**src/srdt_ram.sv**
```systemverilog
module srdt_ram #(
    parameter int WIDTH = 8,
    parameter int DEPTH = 32
) (
    input  logic                                        i_clk,
    input  logic                                        i_wr_en,
    input  logic [((DEPTH > 1) ? $clog2(DEPTH) : 1)-1:0] i_wr_addr,
    input  logic [WIDTH-1:0]                            i_wr_data,
    input  logic                                        i_rd_en,
    input  logic [((DEPTH > 1) ? $clog2(DEPTH) : 1)-1:0] i_rd_addr,
    output logic [WIDTH-1:0]                            o_rd_data
);

    logic [WIDTH-1:0] r_mem [DEPTH];
    logic [WIDTH-1:0] r_rd_data;

    always_ff @(posedge i_clk) begin
        if (i_wr_en) begin
            r_mem[i_wr_addr] <= i_wr_data;
        end
        if (i_rd_en) begin
            r_rd_data <= r_mem[i_rd_addr];
        end
    end

    assign o_rd_data = r_rd_data;

endmodule

```
**config.mk**
```make
export PLATFORM = sky130hd
export DESIGN_NAME = srdt_ram
export DESIGN_NICKNAME = d
export VERILOG_FILES = /design/src/srdt_ram.sv
export SDC_FILE = /design/constraint.sdc
export NUM_CORES = 1
export LEC_CHECK = 0
export BUFFER_PORTS_ARGS = -buffer_cell sky130_fd_sc_hd__buf_4
export CAP_MARGIN = 15
export CORE_MARGIN = 4
export CORE_UTILIZATION = 55
export DETAILED_ROUTE_END_ITERATION = 7
export PLACE_DENSITY = 0.79
export SLEW_MARGIN = 20
export SYNTH_ARGS = -nofsm -noshare
export SYNTH_HDL_FRONTEND = slang
export SYNTH_SLANG_ARGS = --single-unit
export TNS_END_PERCENT = 20
```
**constraint.sdc**
```tcl
create_clock -name i_clk -period 3.1 [get_ports i_clk]
set_input_delay 0.31 -clock i_clk [delete_from_list [all_inputs] [get_ports i_clk]]
set_output_delay 0.31 -clock i_clk [all_outputs]
set_load 0.02 [all_outputs]
```
==> impl_metrics.yaml <==
cts:
  tritoncts: "built"
  cts_max_path_buffers: 3
  post-cts-setup-buffer-count: 0
  tritoncts.num_buffers: 25
  cts-root-buf: "clkbuf_16"
  clock_insertion_delay_worst_skew_ns: 0.51
  cts_max_level: 1
  clock_sinks: 264
  ctsHoldBuffers: 0
  postCtsResizedCells: 0
  cts.reportedPaths.clkPinSlew_ns: 0.06
sta:
  hold_viol_final: 0
  timing.final.crit_period_ns: 2.04
  skew_ns: 0.0103
  grt_setup_unrepaired: "false"
  slew_headroom_pct: 29.5
  transition_at_the_pin_with_the_smallest_max_transition_slack_ns: 1.05
  setup-violations-final: 0
  fmax_mhz: 491
  finalCritPeriodShare_pct: 65.7
  post_route_hold_slack_ns: 0.106
  finalSetupTns_ns: 0
  timing_max_transition_violations_final: 0
global_route:
  grt_max_degree: 33
  antenna_violations_before_repair: 0
  first_global_vias: 4627
  overflow: 0
  wire_length_of_the_first_global_routing_pass_um: 31000
  gr-usage-all-layers_pct: 21.1
placed_design:
  gp_routability_congestion: 0.797
  placement.io_buffers: 28
  dp_hpwl_um: 12400
  dp.cells: 659
power_and_ir_drop:
  netSwitchingFraction_pct: 20.0
  p_sw_mw: 1.45
  combPwrFrac_pct: 5.4
  pwr_density_cell_nw_per_um2: 637
  internal-power_mw: 5.79
  total_leakage_power_nw: 3.52
  ir_drop_mv: 0.367
  post-layout-total-power_mw: 7.24
  share_seq_of_total_power_pct: 55.2
  power.share.clock_pct: 39.3
logic_synthesis:
  syn_nets: 438
  share_of_the_synthesized_area_in_the_top_cell_type_pct: 78.2
  cell_variety_after_synth: 14
  ys_seq_elements: 264
  postSynthCellCount: 417
  warning_count_from_the_yosys_run: 0
  leading_cell_types_by_total_area_after_synthesis: "edfxtp_1 (78%), mux4_2 (18%), nor2_1 (1.2%), mux2_2 (0.89%), buf_4 (0.44%)"
  synthDominantAreaCellType: "edfxtp_1"
  synthesis.area_um2: 10100
  synth.avg_cell_area_um2: 24.3
  yosysSeqAreaShare_pct: 78.2
die:
  placement_rows: 49
  floorplan.initialDensity_pct: 56.2
  core_area_um2: 18000
  die_x_um: 144
  pin_count: 29
  die_area_um2: 20700
  height_of_the_chip_um: 144
routing:
  drt_first_iter_violations: 650
  drcViolationCount: 0
  drt-wirelength-per-cell_um: 29.6
  routed-via-count: 4547
  dr.pass1.iters: 5
  drt-vias-per-instance: 6.48
  drt.antenna.violating_nets: 0
  routed_wirelength_um: 20800
layout:
  final_cell_mix: "edfxtp_1 (264), mux4_2 (80), nor2_1 (33), buf_4 (29), clkbuf_16 (25)"
  layout_commonest_cell: "edfxtp_1"
  antenna-diode-count: 0
  final_layout_size_suffix_gt1_share_pct: 33.2
  syn2layout_area_growth_pct: 12.2
  fin_cells: 702
  finalCoreUtilization_pct: 63.1
  nNetsFinal: 478
setup_path:
  maximum_fanout_along_the_worst_path: 17
  critical_path.reg2reg.startpoint: "r_mem[19][2]"
  r2r_setup_slack_ns: 1.10
  r2r-end: "o_rd_data[2]"
  critical_path_class: "primary input to flip-flop"
  worst_r2r_path_depth: 3
  critical_path.startpoint_type: "primary input"
  cp_data_arrival_time_ns: 2.30
  worst_ep_required_time_ns: 3.36
  cp-end-kind: "flip-flop"
run_status:
  result_of_the_run: "finished, final reports clean"
hold_path:
  min_from: "i_rd_en"
  hold_depth: 1
  min_to: "o_rd_data[3]"
  hp-class: "primary input to flip-flop"
run:
  max_cap_viol_count: 0
-- area by class of cell --
class / count / area, µm²
clock inverter: 14 / 115
sequential: 264 / 7930
timing repair buffer: 33 / 298
clock buffer: 29 / 641
multi-input combinational: 133 / 2100
tap: 229 / 287
fill: 1162 / 6660
-- Yosys cell counts (all sizes together) --
master	instances
or3	1
clkbuf	6
nand3	2
nand2	1
edfxtp	264
nor2	33
nand3b	5
buf	14
or3b	3
mux4	80
mux2	8
-- kinds of logic after synthesis --
kind of cell	synth area share (%)
muxes	18.7
DFF	78.2
and+or+nand+nor	2.05
buffers and inverters	1.05
-- per-stage QoR --
stage	instance area [µm²]	setup slack, ns
detailed placement	10600	0.555
global route	11400	1.02
finish	11400	1.06
global placement	10600	0.562
floorplan	10100	0.848
CTS	11400	1.05
-- worst max-delay path, cell delays in order --
cell,delay (ns)
buf_4,0.33
buf_12,0.24
mux4_2,0.56
mux4_2,0.53
mux2_2,0.31
-- power groups by stage --
| stage | combinational, mW | sequential (mW) | clock, mW |
|---|---|---|---|
| finish | 0.393 | 4.00 | 2.85 |
| global route | 0.416 | 4.00 | 3.06 |
| CTS | 0.398 | 4.00 | 2.89 |
| detailed placement | 0.393 | 4.08 | 0 |
| global placement | 0.382 | 4.07 | 0 |
| floorplan | 0.212 | 4.08 | 0 |
-- how the worst max path moves through the flow --
stage            startpoint      endpoint  slack (ns)  depth (start not counted)
2_1_floorplan  i_rd_addr[2]  o_rd_data[0]        0.85                          5
3_3_place_gp   i_rd_addr[0]  o_rd_data[5]        0.56                          5
3_5_place_dp   i_rd_addr[0]  o_rd_data[0]        0.55                          5
4_1_cts        i_rd_addr[0]  o_rd_data[5]        1.05                          5
5_1_grt        i_rd_addr[0]  o_rd_data[5]        1.02                          5
6_report       i_rd_addr[0]  o_rd_data[5]        1.06                          5
-- routing by layer --
| layer | GRT usage (%) | wire (µm) | up-vias | share of wire [%] |
|---|---|---|---|---|
| li1 | - | - | 1860 | - |
| met1 | 31.6 | 8010 | 2377 | 39 |
| met2 | 33.3 | 10300 | 280 | 50 |
| met3 | 3.56 | 2100 | 30 | 10 |
| met4 | 5.10 | 347 | 0 | 1.7 |
| met5 | 0 | 0 | - | 0 |
-- state kept, by name, summed over array words and instances (netlist names) --
| register | count |
|---|---|
| r_mem | 256 |
| o_rd_data | 8 |
No activity file was read; power rests on OpenSTA's default activity.
