--- src/srdt_pkg.sv ---
package srdt_pkg;

    // table geometry
    localparam int MAX_ENTRIES = 32;
    localparam int NAME_BYTES  = 32;
    localparam int IDX_W       = (MAX_ENTRIES > 1) ? $clog2(MAX_ENTRIES) : 1;
    localparam int CNT_W       = $clog2(MAX_ENTRIES + 1);
    localparam int LEN_W       = $clog2(NAME_BYTES + 1);

    // record layout
    localparam int ADDR_W     = 48;
    localparam int NAME_LANES = 32;
    localparam int NAME_W     = NAME_LANES * 8;
    localparam int KEY_W      = ADDR_W + NAME_W;
    localparam int ATTR_W     = 24;

    // function codes
    localparam logic [1:0] FUNC_CLEAR  = 2'd0;
    localparam logic [1:0] FUNC_INSERT = 2'd1;
    localparam logic [1:0] FUNC_READ   = 2'd2;

    // outcome codes
    localparam logic [2:0] OUT_CLEARED  = 3'd0;
    localparam logic [2:0] OUT_APPENDED = 3'd1;
    localparam logic [2:0] OUT_UPDATED  = 3'd2;
    localparam logic [2:0] OUT_KEPT     = 3'd3;
    localparam logic [2:0] OUT_DROPPED  = 3'd4;
    localparam logic [2:0] OUT_READ_OK  = 3'd5;
    localparam logic [2:0] OUT_READ_OOR = 3'd6;

    // comparator verdict for one stored entry
    typedef struct packed {
        logic hit;
        logic stronger;
    } t_cmp_res;

endpackage

--- src/srdt_cmp.sv ---
module srdt_cmp (
    input  logic [srdt_pkg::ADDR_W-1:0] i_key_addr,
    input  logic [srdt_pkg::NAME_W-1:0] i_key_name,
    input  logic [srdt_pkg::LEN_W-1:0]  i_key_len,
    input  logic signed [7:0]           i_key_sig,
    input  logic [srdt_pkg::ADDR_W-1:0] i_ent_addr,
    input  logic [srdt_pkg::NAME_W-1:0] i_ent_name,
    input  logic signed [7:0]           i_ent_sig,
    output srdt_pkg::t_cmp_res          o_res
);
    import srdt_pkg::*;

    logic [NAME_LANES-1:0] lane_ok;

    // per byte: equal inside the key length, zero at the terminator position
    always_comb begin
        for (int k = 0; k < NAME_LANES; k++) begin
            lane_ok[k] = ((LEN_W'(k) >= i_key_len)
                          || (i_ent_name[8*k +: 8] == i_key_name[8*k +: 8]))
                      && ((LEN_W'(k) != i_key_len) || (i_ent_name[8*k +: 8] == 8'd0));
        end
    end

    assign o_res.hit      = (i_ent_addr == i_key_addr) && (&lane_ok);
    assign o_res.stronger = i_key_sig > i_ent_sig;

endmodule

--- config.mk ---
export PLATFORM = sky130hd
export DESIGN_NAME = srdt_cmp
export DESIGN_NICKNAME = d
export VERILOG_FILES = /design/src/srdt_pkg.sv /design/src/srdt_cmp.sv
export SDC_FILE = /design/constraint.sdc
export NUM_CORES = 1
export LEC_CHECK = 0
export BUFFER_PORTS_ARGS = -buffer_cell sky130_fd_sc_hd__buf_2
export CAP_MARGIN = 20
export CORE_AREA = 3 3 246 248
export DETAILED_ROUTE_END_ITERATION = 8
export DIE_AREA = 0 0 249 251
export PLACE_DENSITY = 0.36
export SKIP_LAST_GASP = 1
export SYNTH_ARGS = -nofsm -noshare
export SYNTH_HDL_FRONTEND = slang
export SYNTH_SLANG_ARGS = --single-unit
--- constraint.sdc ---
create_clock -name vclk -period 1.94
set_input_delay 0.291 -clock vclk [all_inputs]
set_output_delay 0.291 -clock vclk [all_outputs]
set_load 0.02 [all_outputs]
==> summary.txt <==
Outcome
  – Status: finished, violations left
  – Failing checks: negative setup slack

Yosys
  – Synth Area in Adders: 2.09%
  – YS warnings: 0
  – Synthesized net count: 1,285
  – Largest family of logic cells by synthesized area: XOR/XNOR gates
  – Synth top cells by count: xnor2_1, nor4_1, xor2_1
  – Count leader, synth: xnor2_1
  – Xor and xnor area share after synthesis: 55.7%
  – Mapped Cells: 647
  – Syn_area_per_cell: 7.39 µm²
  – Synth top area cells: xnor2_1, xor2_1, nor4_1
  – Synth area leader: xnor2_1
  – Register area share after synthesis: 0%
  – Distinct cells, synth: 52
  – Post-synthesis mux area share: 0%
  – Synthesized cell area: 0.00478 mm²
  – Simple-Gate Fraction of Synth Area: 28.5%
  – Top cell type's share of synthesized area: 41.0%
  – Compound-Gate Fraction of Synth Area: 11.4%

Global routing
  – Largest net degree at the start of global routing: 21
  – Vias in the first global route: 9,279
  – Congestion Overflow GR: 0
  – First-pass GRT wire length: 60,200 µm
  – Antenna violations before repair: 18
  – Total Routing Usage GR: 13.0%

Min path
  – WHS Endpoint: o_res[0]
  – Hold Path Depth: 4
  – Hold Crit Class: input pin to output pin
  – HP Start: i_key_sig[7]

Layout
  – Final instance area: 0.0113 mm²
  – Layout area overhead: 136%
  – Filler cells: 6,722
  – # nets final: 2,158
  – Num sequential: 0
  – Clkbuf count: 0
  – Register area: 0 µm²
  – Final Non-Filler Cells: 2,300
  – Share of layout cells above drive strength 1: 62.1%

Timing
  – Max Freq: 359 MHz
  – Setup WS post-layout: -0.845 ns
  – RSZ-0062 raised after global routing: yes
  – Period utilisation layout: 144%
  – Final Max Slew Viols: 0
  – Relative slew margins: 58.5%
  – Pin slew with the least headroom to its limit: 0.617 ns
  – Post-layout min period: 2.79 ns
  – Final setup TNS: -0.845 ns
  – Final number of setup-violating endpoints: 1
  – Hold Vio Cnt, Final: 0

Pwr
  – Static Leak: 5.09 nW
  – Power density cells: 196 mW/mm²
  – Peak supply drop: 93.5 µV
  – Total Power: 2.22 mW

Floorplan
  – Number of placed I/O pins: 632
  – Total die area: 0.0625 mm²
  – Core ar.: 0.0587 mm²
  – Initial Utilization: 8.15%
  – Row count: 89
  – Die Y: 251 µm
  – Die Span X: 249 µm

Detailed routing
  – Detailed-route via count: 8,435
  – DRT antenna net count: 0
  – Vias per inst: 3.67
  – WL per Instance: 19.0 µm
  – DRT iter0 DRCs: 246
  – DRC viols: 0
  – Drt pass-1 iters: 4
  – Detailed Route WL: 43,800 µm

Place
  – Port bufs: 632
  – Hpwl dp: 41,400 µm
  – Dpl cells: 2,292
  – GPL Wtd Cong: 0.922
  – Place WS: -1.26 ns
  – Placed instance area: 0.0108 mm²

Critical path
  – Family with the most delay on the worst path: simple AND/OR/NAND/NOR gates
  – CP arrival: 2.49 ns
  – Setup crit end kind: output pin
  – Critical path startpoint category: input pin
  – Worst Path Buf+Inv: 4
  – CP required: 1.65 ns
  – Critical Path Slowest Stage Cell: nor4_1
  – CP Class: input pin to output pin
  – CP max FO: 2
  – Crit path cell chain: buf_2, xor2_1, nor4_1, nand4_1, buf_4, buf_4, a2111oi_4, nand3_1, nor4_4, buf_6
  – Max incr delay on CP: 0.40 ns
  – Critical Path Most Common Cell: buf_4

Flow run
  – Max-capacitance violation count: 0

Clock network
  – Post-cts hold buffer count: 0
-- what timing repair did --
action,in CTS,in global routing
resized for setup,62,30
setup endpoints to repair,1,1
setup buffers,5,0
pin swaps,27,13
-- how the worst max path moves through the flow --
stage / startpoint / endpoint / cells after the start
5_1_grt: i_ent_name[165] / o_res[1] / 10
6_report: i_key_name[108] / o_res[1] / 10
2_1_floorplan: i_key_name[99] / o_res[1] / 7
3_5_place_dp: i_ent_name[108] / o_res[1] / 11
4_1_cts: i_ent_name[111] / o_res[1] / 10
3_3_place_gp: i_ent_name[176] / o_res[1] / 12
-- stage by stage --
step	util (%)	hold WS, ns
after floorplan	-	0.914
after global placement	18.3	1.01
after detailed placement	18.3	1.03
after CTS	18.9	1.03
after global routing	19.2	1.05
final	19.2	1.02
-- per-layer routing --
layer / GRT usage (%) / routed length, µm
met2: 25.4 / 23600
met3: 2.51 / 2770
met1: 14.2 / 16400
met5: 0 / 32
met4: 3.64 / 979
-- cells by family after synthesis --
group | count (synthesis)
adders and majority gates | 8
xor gates and xnor gates | 304
and+or+nand+nor | 230
AOI/OAI and AO/OA | 80
buffers and inverters | 25
-- cell usage in the layout, fill, tap and decap left out, drive strengths merged, types with 2 or more instances in the layout --
| cell type | Yosys | layout |
|---|---|---|
| nand4b | 2 | 2 |
| ha | 8 | 8 |
| buf | 5 | 882 |
| or3 | 2 | 2 |
| o211ai | 4 | 4 |
| o21bai | 2 | 2 |
| o22ai | 8 | 8 |
| a2111oi | 2 | 2 |
| nor2 | 22 | 22 |
| nand2 | 20 | 20 |
| inv | 14 | 14 |
| nor3 | 4 | 4 |
| diode | 0 | 9 |
| o2111ai | 6 | 6 |
| o21ai | 6 | 6 |
| a41oi | 2 | 2 |
| a21oi | 30 | 30 |
| a31oi | 2 | 2 |
| nand2b | 3 | 3 |
| xnor2 | 224 | 224 |
| a21boi | 3 | 3 |
| a22oi | 3 | 3 |
| nand3 | 10 | 10 |
| or4b | 3 | 3 |
| xor2 | 80 | 80 |
| a211oi | 6 | 6 |
| or2 | 2 | 2 |
| nor4 | 96 | 96 |
| nand4 | 61 | 61 |
-- layout make-up --
cell class,count,area (µm²),area share [%]
inverters,14,52.6,0.466
repair buffers,882,5140,45.6
multi-input cells,622,5100,45.2
diodes,9,22.5,0.200
well taps,773,967,8.57
-- power breakdown --
group          switching (mW)  internal (mW)   total (mW)
Clock                       0    0.000000628  0.000000628
Sequential                  0              0            0
Combinational           0.972           1.24         2.22
Total                   0.972           1.24         2.22
No activity file was read; power rests on OpenSTA's default activity.
